## src/sv/tmr_pkg.sv

```systemverilog
// ----------------------------------------------------------------------------
// tmr_pkg
// Shared types and constants of the 8-bit timer/counter with compare output.
// ----------------------------------------------------------------------------
`default_nettype none

package tmr_pkg;

    localparam int CNT_W   = 8;
    localparam int DATA_W  = 8;
    localparam int PRESC_W = 10;
    localparam int CFG_W   = 3;
    localparam int CFG_IDX_W = 2;

    localparam logic [CNT_W-1:0] CNT_MAX = {CNT_W{1'b1}};

    // Commands
    localparam logic [1:0] CMD_TICK  = 2'd0;
    localparam logic [1:0] CMD_WRITE = 2'd1;
    localparam logic [1:0] CMD_READ  = 2'd2;

    // Bus register selects
    localparam logic [1:0] REG_COUNT   = 2'd0;
    localparam logic [1:0] REG_COMPARE = 2'd1;
    localparam logic [1:0] REG_FLAGS   = 2'd2;
    localparam logic [1:0] REG_ENABLES = 2'd3;

    // Configuration register indexes
    localparam logic [CFG_IDX_W-1:0] CFG_WAVE_MODE   = 2'd0;
    localparam logic [CFG_IDX_W-1:0] CFG_CLOCK_SEL   = 2'd1;
    localparam logic [CFG_IDX_W-1:0] CFG_COMPARE_OUT = 2'd2;

    // Waveform modes
    localparam logic [1:0] MODE_NORMAL   = 2'd0;
    localparam logic [1:0] MODE_PHASE    = 2'd1;
    localparam logic [1:0] MODE_CTC      = 2'd2;
    localparam logic [1:0] MODE_FAST_PWM = 2'd3;

    // Clock selects
    localparam logic [2:0] CS_STOP    = 3'd0;
    localparam logic [2:0] CS_DIV1    = 3'd1;
    localparam logic [2:0] CS_DIV8    = 3'd2;
    localparam logic [2:0] CS_DIV64   = 3'd3;
    localparam logic [2:0] CS_DIV256  = 3'd4;
    localparam logic [2:0] CS_DIV1024 = 3'd5;
    localparam logic [2:0] CS_T0_FALL = 3'd6;
    localparam logic [2:0] CS_T0_RISE = 3'd7;

    // Compare output modes
    localparam logic [1:0] COM_OFF    = 2'd0;
    localparam logic [1:0] COM_TOGGLE = 2'd1;
    localparam logic [1:0] COM_CLEAR  = 2'd2;
    localparam logic [1:0] COM_SET    = 2'd3;

    typedef struct packed {
        logic [1:0]        cmd;
        logic [1:0]        reg_sel;
        logic [DATA_W-1:0] write_data;
        logic              t0_pin;
    } t_item;

    typedef struct packed {
        logic [DATA_W-1:0] read_data;
        logic              oc0_level;
        logic              overflow_irq;
        logic              compare_irq;
    } t_result;

    typedef struct packed {
        logic                 we;
        logic [CFG_IDX_W-1:0] index;
        logic [CFG_W-1:0]     wdata;
    } t_cfg_wr;

endpackage

`default_nettype wire

```

## src/sv/eight_bit_timer_counter_pwm_unit.sv

```systemverilog
// ----------------------------------------------------------------------------
// eight_bit_timer_counter_pwm_unit
// 8-bit timer/counter with prescaler, four waveform modes and compare output.
//
// Each input transaction is either one system clock tick (with the T0 pin
// level) or one bus read or write of the count, compare, flag or enable
// register. Every transaction returns exactly one result: read data, the OC0
// pin level and the two interrupt lines as they stand after the transaction.
// Configuration (wave mode, clock select, compare output mode) is written
// through the i_cfg_* port; the user must write it only while no transaction
// is in flight, as the block itself does not enforce this. A transaction
// accepted at one edge waits in the input register; its result then enters
// the result register when that has room and is offered with o_valid.
// One transaction is accepted per cycle while o_stall is low; the input and
// result registers decouple the two sides, so a result waiting for the
// receiver does not block the next transaction.
// When the receiver asserts i_stall the result holds, one more transaction
// is buffered, and then o_stall rises. Synchronous reset clears the timer
// state, configuration and both valid bits.
// ----------------------------------------------------------------------------
`default_nettype none

module eight_bit_timer_counter_pwm_unit
    import tmr_pkg::*;
(
    input  wire logic                 i_clk,
    input  wire logic                 i_rst_n,
    input  wire logic                 i_valid,
    output logic                      o_stall,
    input  wire logic [1:0]           i_cmd,
    input  wire logic [1:0]           i_reg_sel,
    input  wire logic [DATA_W-1:0]    i_write_data,
    input  wire logic                 i_t0_pin,
    output logic                      o_valid,
    input  wire logic                 i_stall,
    output logic [DATA_W-1:0]         o_read_data,
    output logic                      o_oc0_level,
    output logic                      o_overflow_irq,
    output logic                      o_compare_irq,
    input  wire logic                 i_cfg_we,
    input  wire logic [CFG_IDX_W-1:0] i_cfg_index,
    input  wire logic [CFG_W-1:0]     i_cfg_wdata
);

    t_item   in_item;
    t_item   core_item;
    t_cfg_wr cfg;
    t_result core_result;
    t_result out_result;
    logic    fire;
    logic    advance;

    always_comb begin
        in_item.cmd        = i_cmd;
        in_item.reg_sel    = i_reg_sel;
        in_item.write_data = i_write_data;
        in_item.t0_pin     = i_t0_pin;
        cfg.we             = i_cfg_we;
        cfg.index          = i_cfg_index;
        cfg.wdata          = i_cfg_wdata;
    end

    tmr_in_stage u_in (
        .i_clk     (i_clk),
        .i_rst_n   (i_rst_n),
        .i_valid   (i_valid),
        .o_stall   (o_stall),
        .i_item    (in_item),
        .i_advance (advance),
        .o_fire    (fire),
        .o_item    (core_item)
    );

    tmr_core u_core (
        .i_clk    (i_clk),
        .i_rst_n  (i_rst_n),
        .i_fire   (fire),
        .i_item   (core_item),
        .i_cfg    (cfg),
        .o_result (core_result)
    );

    tmr_out_stage u_out (
        .i_clk     (i_clk),
        .i_rst_n   (i_rst_n),
        .i_fire    (fire),
        .i_result  (core_result),
        .o_advance (advance),
        .o_valid   (o_valid),
        .i_stall   (i_stall),
        .o_result  (out_result)
    );

    assign o_read_data    = out_result.read_data;
    assign o_oc0_level    = out_result.oc0_level;
    assign o_overflow_irq = out_result.overflow_irq;
    assign o_compare_irq  = out_result.compare_irq;

endmodule

`default_nettype wire

```

## src/sv/tmr_in_stage.sv

```systemverilog
// ----------------------------------------------------------------------------
// tmr_in_stage
// Input register: captures one transaction and holds it until the core
// processes it.
// ----------------------------------------------------------------------------
`default_nettype none

module tmr_in_stage
    import tmr_pkg::*;
(
    input  wire logic  i_clk,
    input  wire logic  i_rst_n,
    input  wire logic  i_valid,
    output logic       o_stall,
    input  wire t_item i_item,
    input  wire logic  i_advance,
    output logic       o_fire,
    output t_item      o_item
);

    logic  r_valid;
    t_item r_item;
    logic  accept;

    assign o_fire  = r_valid && i_advance;
    assign o_stall = r_valid && !i_advance;
    assign accept  = i_valid && !o_stall;
    assign o_item  = r_item;

    always_ff @(posedge i_clk) begin
        if (!i_rst_n) begin
            r_valid <= 1'b0;
        end else if (accept) begin
            r_valid <= 1'b1;
        end else if (o_fire) begin
            r_valid <= 1'b0;
        end
    end

    always_ff @(posedge i_clk) begin
        if (accept) begin
            r_item <= i_item;
        end
    end

endmodule

`default_nettype wire

```

## src/sv/tmr_core.sv

```systemverilog
// ----------------------------------------------------------------------------
// tmr_core
// Timer state, prescaler, waveform generation and bus register access.
// Computes the updated state and the result of one transaction in one pass.
// ----------------------------------------------------------------------------
`default_nettype none

module tmr_core
    import tmr_pkg::*;
(
    input  wire logic    i_clk,
    input  wire logic    i_rst_n,
    input  wire logic    i_fire,
    input  wire t_item   i_item,
    input  wire t_cfg_wr i_cfg,
    output t_result      o_result
);

    logic [1:0]         r_wave_mode,  n_wave_mode;
    logic [2:0]         r_clock_sel,  n_clock_sel;
    logic [1:0]         r_com,        n_com;
    logic [CNT_W-1:0]   r_count,      n_count;
    logic [CNT_W-1:0]   r_cmp_val,    n_cmp_val;
    logic [CNT_W-1:0]   r_cmp_buf,    n_cmp_buf;
    logic [PRESC_W-1:0] r_presc,      n_presc;
    logic               r_ovf_flag,   n_ovf_flag;
    logic               r_cmp_flag,   n_cmp_flag;
    logic [1:0]         r_irq_en,     n_irq_en;
    logic               r_pin,        n_pin;
    logic               r_down,       n_down;
    logic               r_last_t0,    n_last_t0;

    logic              go;
    logic              is_pwm;
    logic              connected;
    logic [DATA_W-1:0] rd;

    always_comb begin
        n_wave_mode = r_wave_mode;
        n_clock_sel = r_clock_sel;
        n_com       = r_com;
        n_count     = r_count;
        n_cmp_val   = r_cmp_val;
        n_cmp_buf   = r_cmp_buf;
        n_presc     = r_presc;
        n_ovf_flag  = r_ovf_flag;
        n_cmp_flag  = r_cmp_flag;
        n_irq_en    = r_irq_en;
        n_pin       = r_pin;
        n_down      = r_down;
        n_last_t0   = r_last_t0;
        go          = 1'b0;
        rd          = '0;
        is_pwm      = (r_wave_mode == MODE_PHASE) || (r_wave_mode == MODE_FAST_PWM);

        if (i_fire) begin
            unique case (i_item.cmd)
                CMD_TICK: begin
                    n_presc = r_presc + 1'b1;
                    unique case (r_clock_sel)
                        CS_STOP:    go = 1'b0;
                        CS_DIV1:    go = 1'b1;
                        CS_DIV8:    go = (n_presc[2:0] == '0);
                        CS_DIV64:   go = (n_presc[5:0] == '0);
                        CS_DIV256:  go = (n_presc[7:0] == '0);
                        CS_DIV1024: go = (n_presc == '0);
                        CS_T0_FALL: go = r_last_t0 && !i_item.t0_pin;
                        CS_T0_RISE: go = !r_last_t0 && i_item.t0_pin;
                        default:    go = 1'b0;
                    endcase
                    n_last_t0 = i_item.t0_pin;

                    if (go) begin
                        unique case (r_wave_mode)
                            MODE_NORMAL, MODE_CTC: begin
                                n_down = 1'b0;
                                if (r_count == CNT_MAX) begin
                                    n_count    = '0;
                                    n_ovf_flag = 1'b1;
                                end else if (r_wave_mode == MODE_CTC &&
                                             r_count == r_cmp_val) begin
                                    n_count = '0;
                                end else begin
                                    n_count = r_count + 1'b1;
                                end
                                if (n_count == r_cmp_val) begin
                                    n_cmp_flag = 1'b1;
                                    unique case (r_com)
                                        COM_TOGGLE: n_pin = !r_pin;
                                        COM_CLEAR:  n_pin = 1'b0;
                                        COM_SET:    n_pin = 1'b1;
                                        default:    n_pin = r_pin;
                                    endcase
                                end
                            end
                            MODE_FAST_PWM: begin
                                n_down = 1'b0;
                                // The match is judged on the count before it advances.
                                if (r_count == r_cmp_val) begin
                                    n_cmp_flag = 1'b1;
                                    if (r_com == COM_CLEAR) begin
                                        n_pin = 1'b0;
                                    end else if (r_com == COM_SET) begin
                                        n_pin = 1'b1;
                                    end
                                end
                                if (r_count == CNT_MAX) begin
                                    n_count    = '0;
                                    n_ovf_flag = 1'b1;
                                    n_cmp_val  = r_cmp_buf;
                                    if (r_com == COM_CLEAR) begin
                                        n_pin = 1'b1;
                                    end else if (r_com == COM_SET) begin
                                        n_pin = 1'b0;
                                    end
                                end else begin
                                    n_count = r_count + 1'b1;
                                end
                            end
                            default: begin
                                // Phase-correct: count up to MAX, then back down to zero.
                                if (r_down) begin
                                    n_count = (r_count == '0) ? CNT_W'(1) : r_count - 1'b1;
                                end else begin
                                    n_count = (r_count == CNT_MAX) ? CNT_MAX - 1'b1
                                                                   : r_count + 1'b1;
                                end
                                if (n_count == CNT_MAX) begin
                                    n_down    = 1'b1;
                                    n_cmp_val = r_cmp_buf;
                                end
                                if (n_count == '0) begin
                                    n_down     = 1'b0;
                                    n_ovf_flag = 1'b1;
                                end
                                if (n_count == n_cmp_val) begin
                                    n_cmp_flag = 1'b1;
                                    if (r_com == COM_CLEAR) begin
                                        n_pin = n_down;
                                    end else if (r_com == COM_SET) begin
                                        n_pin = !n_down;
                                    end
                                end
                            end
                        endcase
                    end
                end
                CMD_WRITE: begin
                    unique case (i_item.reg_sel)
                        REG_COUNT: n_count = CNT_W'(i_item.write_data);
                        REG_COMPARE: begin
                            n_cmp_buf = CNT_W'(i_item.write_data);
                            if (!is_pwm) begin
                                n_cmp_val = CNT_W'(i_item.write_data);
                            end
                        end
                        REG_FLAGS: begin
                            if (i_item.write_data[0]) begin
                                n_ovf_flag = 1'b0;
                            end
                            if (i_item.write_data[1]) begin
                                n_cmp_flag = 1'b0;
                            end
                        end
                        default: n_irq_en = i_item.write_data[1:0];
                    endcase
                end
                CMD_READ: begin
                    unique case (i_item.reg_sel)
                        REG_COUNT:   rd = DATA_W'(r_count);
                        REG_COMPARE: rd = DATA_W'(r_cmp_buf);
                        REG_FLAGS:   rd = DATA_W'({r_cmp_flag, r_ovf_flag});
                        default:     rd = DATA_W'(r_irq_en);
                    endcase
                end
                default: ;
            endcase
        end

        if (i_cfg.we) begin
            unique case (i_cfg.index)
                CFG_WAVE_MODE: begin
                    n_wave_mode = i_cfg.wdata[1:0];
                    // Leaving PWM drops any pending double-buffered compare value in.
                    if (i_cfg.wdata[1:0] == MODE_NORMAL || i_cfg.wdata[1:0] == MODE_CTC) begin
                        n_cmp_val = r_cmp_buf;
                    end
                end
                CFG_CLOCK_SEL:   n_clock_sel = i_cfg.wdata;
                CFG_COMPARE_OUT: n_com       = i_cfg.wdata[1:0];
                default: ;
            endcase
        end
    end

    // Toggle mode has no meaning in the PWM modes, so the pin reads as disconnected.
    assign connected = (r_com != COM_OFF) && !(is_pwm && r_com == COM_TOGGLE);

    always_comb begin
        o_result.read_data    = rd;
        o_result.oc0_level    = connected && n_pin;
        o_result.overflow_irq = n_ovf_flag && n_irq_en[0];
        o_result.compare_irq  = n_cmp_flag && n_irq_en[1];
    end

    always_ff @(posedge i_clk) begin
        if (!i_rst_n) begin
            r_wave_mode <= MODE_NORMAL;
            r_clock_sel <= CS_STOP;
            r_com       <= COM_OFF;
            r_count     <= '0;
            r_cmp_val   <= '0;
            r_cmp_buf   <= '0;
            r_presc     <= '0;
            r_ovf_flag  <= 1'b0;
            r_cmp_flag  <= 1'b0;
            r_irq_en    <= '0;
            r_pin       <= 1'b0;
            r_down      <= 1'b0;
            r_last_t0   <= 1'b0;
        end else begin
            r_wave_mode <= n_wave_mode;
            r_clock_sel <= n_clock_sel;
            r_com       <= n_com;
            r_count     <= n_count;
            r_cmp_val   <= n_cmp_val;
            r_cmp_buf   <= n_cmp_buf;
            r_presc     <= n_presc;
            r_ovf_flag  <= n_ovf_flag;
            r_cmp_flag  <= n_cmp_flag;
            r_irq_en    <= n_irq_en;
            r_pin       <= n_pin;
            r_down      <= n_down;
            r_last_t0   <= n_last_t0;
        end
    end

endmodule

`default_nettype wire

```

## src/sv/tmr_out_stage.sv

```systemverilog
// ----------------------------------------------------------------------------
// tmr_out_stage
// Result register: holds one result until the receiver takes it.
// ----------------------------------------------------------------------------
`default_nettype none

module tmr_out_stage
    import tmr_pkg::*;
(
    input  wire logic    i_clk,
    input  wire logic    i_rst_n,
    input  wire logic    i_fire,
    input  wire t_result i_result,
    output logic         o_advance,
    output logic         o_valid,
    input  wire logic    i_stall,
    output t_result      o_result
);

    logic    r_valid;
    t_result r_result;

    // The register can take a new result when empty or being emptied this cycle.
    assign o_advance = !r_valid || !i_stall;
    assign o_valid   = r_valid;
    assign o_result  = r_result;

    always_ff @(posedge i_clk) begin
        if (!i_rst_n) begin
            r_valid <= 1'b0;
        end else if (o_advance) begin
            r_valid <= i_fire;
        end
    end

    always_ff @(posedge i_clk) begin
        if (i_fire) begin
            r_result <= i_result;
        end
    end

endmodule

`default_nettype wire

```

## config.mk

```make
export PLATFORM = sky130hd
export DESIGN_NAME = eight_bit_timer_counter_pwm_unit
export DESIGN_NICKNAME = d
export VERILOG_FILES = /design/src/sv/tmr_pkg.sv /design/src/sv/eight_bit_timer_counter_pwm_unit.sv /design/src/sv/tmr_in_stage.sv /design/src/sv/tmr_core.sv /design/src/sv/tmr_out_stage.sv
export SDC_FILE = /design/constraint.sdc
export NUM_CORES = 1
export LEC_CHECK = 0
export BUFFER_PORTS_ARGS = -buffer_cell sky130_fd_sc_hd__buf_2
export CORE_ASPECT_RATIO = 0.9
export CORE_MARGIN = 8
export CORE_UTILIZATION = 40
export DETAILED_ROUTE_END_ITERATION = 8
export PLACE_DENSITY = 0.64
export SLEW_MARGIN = 20
export SYNTH_ARGS = -nofsm -noshare
export SYNTH_HDL_FRONTEND = slang
export SYNTH_HIERARCHICAL = 1
export SYNTH_SLANG_ARGS = --single-unit
```

## constraint.sdc

```tcl
create_clock -name i_clk -period 5.85 [get_ports i_clk]
set_clock_uncertainty 0.15 [all_clocks]
set_input_delay 0.8775 -clock i_clk [delete_from_list [all_inputs] [get_ports i_clk]]
set_output_delay 0.8775 -clock i_clk [all_outputs]
set_load 0.01 [all_outputs]
```

**Yosys cells after proc, flatten, opt, wreduce, memory -nomap -nowiden**

Index checks and enable logic that the tools add are counted.

- Bits in registers: 74
- Input port bits: 23
- Output and inout bits: 13
- Word-level logic and storage cells: 182

- Add/sub/neg operators: 3
- Equality and inequality tests: 27
- Muxes and demuxes: 81
- Reduce and logical (&&, ||, !) cells: 48

Operator list:

| kind | count |
|---|---|
| $mux W8 | 29 |
| $pmux W8 S2 | 4 |
| $mux W1 | 38 |
| $eq A8 B8 Y1 | 3 |
| $logic_not A8 Y1 | 3 |
| $pmux W8 S3 | 1 |
| $eq A2 B2 Y1 const B | 8 |
| $eq A8 B8 Y1 const B | 2 |
| $eq A3 B3 Y1 const B | 4 |
| $logic_and A1 B1 Y1 | 11 |
| $add A10 B1 Y10 const B | 1 |
| $eq A2 B1 Y1 const B | 5 |
| $logic_not A10 Y1 | 1 |
| $logic_not A2 Y1 | 5 |
| $logic_not A1 Y1 | 9 |
| $add A8 B1 Y8 const B | 1 |
| $pmux W1 S2 | 4 |
| $pmux W1 S8 | 1 |
| $reduce_and A2 Y1 | 4 |
| $sub A8 B1 Y8 const B | 1 |
| $eq A3 B2 Y1 const B | 2 |
| $logic_not A3 Y1 | 2 |
| $logic_not A6 Y1 | 1 |
| $mux W2 | 3 |
| other kinds (9) | 16 |

**Depth between registers and ports, before layout**

- Depth in word-level cells: 24
- Gate-level depth with buffers: 12
- Mapped depth without buffers: 11

**By module**

Netlist, hierarchy kept.

By module, submodules not included:

| module | instances | cells each | area each (um^2) | sequential area each (um^2) |
|---|---|---|---|---|
| tmr_core | 1 | 556 | 4270.3 | 960.9 |
| tmr_in_stage | 1 | 18 | 444.2 | 410.4 |
| tmr_out_stage | 1 | 15 | 365.4 | 350.3 |

**Worst setup path before layout**

No wires, ideal clock.

- Path kind: register -> register
- Start: register u_core.r_count[1]
- End: register u_out.r_result (netlist bit u_out/o_result[2]), data pin
- Library setup time: 260 ps
- Arrival time: 3532 ps
- Required time: 5440 ps
- Slack: 1908 ps
- Cell stages (with the launch flop): 13
- Buffers on the path: 1
- Clock period less this slack: 3942 ps
- Cells stage by stage: dfxtp_1 > clkbuf_1 > inv_1 > ha_1 > or4b_1 > or2b_4 > nand3_2 > or4_4 > nor4_2 > mux2_2 > o41a_1 > a211oi_2 > nor3_1

RTL lines:

| element | RTL line | source |
|---|---|---|
| from (decl) | tmr_core.sv:22 | `logic [CNT_W-1:0] r_count, n_count;` |
| from (signal assigned) | tmr_core.sv:225 | `r_count <= n_count;` |
| to (signal assigned) | tmr_out_stage.sv:38 | `r_result <= i_result;` |
| to (decl) | tmr_out_stage.sv:21 | `t_result r_result;` |

==> metrics <==
status=completed; register area=0.00172 sq mm; clock buffer depth=2; post-synthesis cell area=0.00508 sq mm; CTS resizes=0; H-tree depth=3; Post-synth EDFFs=24; total power=1.20 mW; router iterations before antenna repair=5; slowest stage delay, CP=0.72 ns; Top Ports=36; register share of total power=46.8%; row cnt=39; RSZ-0062 raised after global routing=false; # Post-CTS Setup Buffers=0; crit end category=flop; largest net degree at the start of global routing=45; Synth top area share=19.7%; routed vias=4696; Final Setup Violations=0; internal power=0.922 mW; worst-margin pin slew=1.08 ns; 1st-iter DRT viols=738; final worst-path cycle share=79.7%; root buffer cell=clkbuf_16; reg2reg start=u_core/r_count[0]; R2R depth=11; final instance area=0.00560 sq mm; Via density=6.12; Post-synth top flop=dfxtp_1; peak supply drop=0.212 mV; Mean Syn Cell Area=8.62 sq um; Logic pwr share=7.4%; Worst Hold End=u_core/r_presc[1]; Fmax=0.214 GHz; initial antenna violation count=0; initial core utilization=40.5%; Hold Startpoint=u_core/r_presc[1]; core footprint=0.0125 sq mm; Buf/Inv on CP=1; CTS sink count=74; most frequent cells in the layout=nand2_1, dfxtp_1, nor2_1, buf_2, mux2i_1; syn nets=617; gpl congestion=0.944; number of port buffers=35; Net Sw Power=0.282 mW; Critical-path top delay cell=dfxtp_1; Final Slew Violations=0; sequential area share after synthesis=33.9%; total gr overflow=0; Netlist cell types=82; wire length per cell=20.4 um; first-pass GRT wire length=24700 um; Clk pwr share=45.8%; Reg-to-Reg End=u_out/o_result[2]; Detail Placement HPWL=11800 um; Setup TNS Final=0 ns; clk_lat worst skew=0.34 ns; multi-input logic area=0.00313 sq mm; TritonCTS clock tree=built; Rel. slew slack=27.6%; Hold Crit Class=flop to flop; Detail Route Antenna Nets=0; Synth area leaders=dfxtp_1, edfxtp_1, mux2i_1; Final Non-Filler Cells=767; area grow syn2layout=10.2%; CTS clk-pin slew, worst paths=0.06 ns; Setup Crit Path Kind=flop to flop; Sw Share=23.4%; CP cell instances=inv_1 > ha_1 > or4b_1 > or2b_4 > nand3_1 > or4_4 > nor4_2 > mux2_2 > o41a_1 > a211oi_2 > nor3_1; critical path's top delay family=simple AND/OR/NAND/NOR gates; GRT Util Overall=19.0%; Final Critical Period=4.66 ns; drt drc=0; final wirelength=15700 um; hold buffer count at CTS=0; CP required=5.79 ns; Area after DPL=0.00530 sq mm; pwr dens=215 mW/mm^2; layout cell share with drive strength beyond 1=13.6%; post-synth top area cell=dfxtp_1; final core utilization=44.6%; Die Ht=123 um; Hold Violations, Final=0; placed insts=751; hold path depth=2; CP Launch Type=flop; total CTS buffers=9; diodes inserted=0; worst-path fanout max=16; nets=626; fill count=1236; number of global-route vias before repair=4554; synthesis warning total=6; crit path DAT=4.61 ns; Die Area=0.0166 sq mm; Mapped Cells=589; FF-to-FF setup slack=1.19 ns; MaxCap Viol Count=0; leakage=1.92 nW; flops & latches, synth=74; Die Width=135 um; async set or reset register ratio after synthesis=0%
-- synth_stat cells, drive strengths merged, types with 6 or more instances --
master   n
a22oi   10
a21boi  14
mux2     6
o211ai   6
mux2i   26
a211oi   6
o21ai   26
edfxtp  24
nand3   17
nor3    13
a21oi   25
and3     7
xor2    16
nor3b    7
xnor2   11
nor2    40
nand2   50
clkbuf  24
nor2b   24
nor4     9
or3     11
buf     16
dfxtp   50
and2    18
inv     13
nand4    9
a31oi    9
nand2b  15
-- layer usage --
layer	track usage (%)	vias to the layer above	wire, um
met5	0	-	0
met4	7.99	0	443
met3	5.48	31	1380
met2	29.3	209	6900
met1	24.6	2250	6940
li1	-	2206	-
-- cell families (layout without fill, tap and decap cells) --
kind of cell,count (synthesis),count (layout),synth area share [%]
xor+xnor,28,28,5.12
buf+inv,53,67,4.66
mux,34,34,7.34
fa+ha+maj,5,5,1.23
flops,74,74,33.9
simple gates,242,242,26.4
compound gates,153,153,21.3
-- stage by stage --
step | hold slack (ns) | worst slack [ns]
floorplan | 0.307 | 1.91
global placement | 0.320 | 1.47
detailed placement | 0.340 | 1.22
CTS | 0.351 | 1.24
global route | 0.365 | 0.904
finish | 0.350 | 1.19
-- area by class of cell --
type                    instances  area share (%)
repair buffers                 38            3.53
clock buffers                  12            4.40
flip-flops and latches         74            30.7
clock inverters                 4           0.916
inverters                      13           0.872
well taps                     164            3.66
multi-input cells             462            55.9
-- worst min-delay path: cells and delay by family, from the launching register on --
family	cells	cell delay, ns
flops	1	0.33
compound gates	1	0.07
simple gates	1	0.06
-- power groups by stage --
stage	Combinational [mW]	Clock, mW	Sequential (mW)
after floorplan	0.0626	0	0.563
after global placement	0.0853	0	0.574
after detailed placement	0.0870	0	0.574
after CTS	0.0874	0.563	0.563
after global routing	0.0972	0.579	0.565
final	0.0894	0.551	0.564
-- sequential cells by signal, indices dropped and copies added (netlist names) --
signal,cells
u_in/o_item,13
u_out/o_result,11
u_core/r_presc,10
u_core/r_cmp_buf,8
u_core/r_cmp_val,8
u_core/r_count,8
u_core/r_clock_sel,3
u_core/r_com,2
u_core/r_irq_en,2
u_core/r_wave_mode,2
u_core/r_cmp_flag,1
u_core/r_down,1
u_core/r_last_t0,1
u_core/r_ovf_flag,1
u_core/r_pin,1
u_in/r_valid,1
u_out/o_valid,1
-- how the worst max path moves through the flow --
stage | startpoint | endpoint | slack (ns) | cells past startpoint
after floorplan | u_core/r_count[1] | u_out/o_result[2] | 1.91 | 12
after global placement | u_core/r_count[0] | u_out/o_result[2] | 1.47 | 11
after detailed placement | u_core/r_count[0] | u_out/o_result[2] | 1.22 | 11
after CTS | u_core/r_count[0] | u_out/o_result[2] | 1.24 | 11
after global routing | u_core/r_count[0] | u_out/o_result[0] | 0.90 | 11
final | u_core/r_count[0] | u_out/o_result[2] | 1.19 | 11
(Power assumes the default switching activity.)
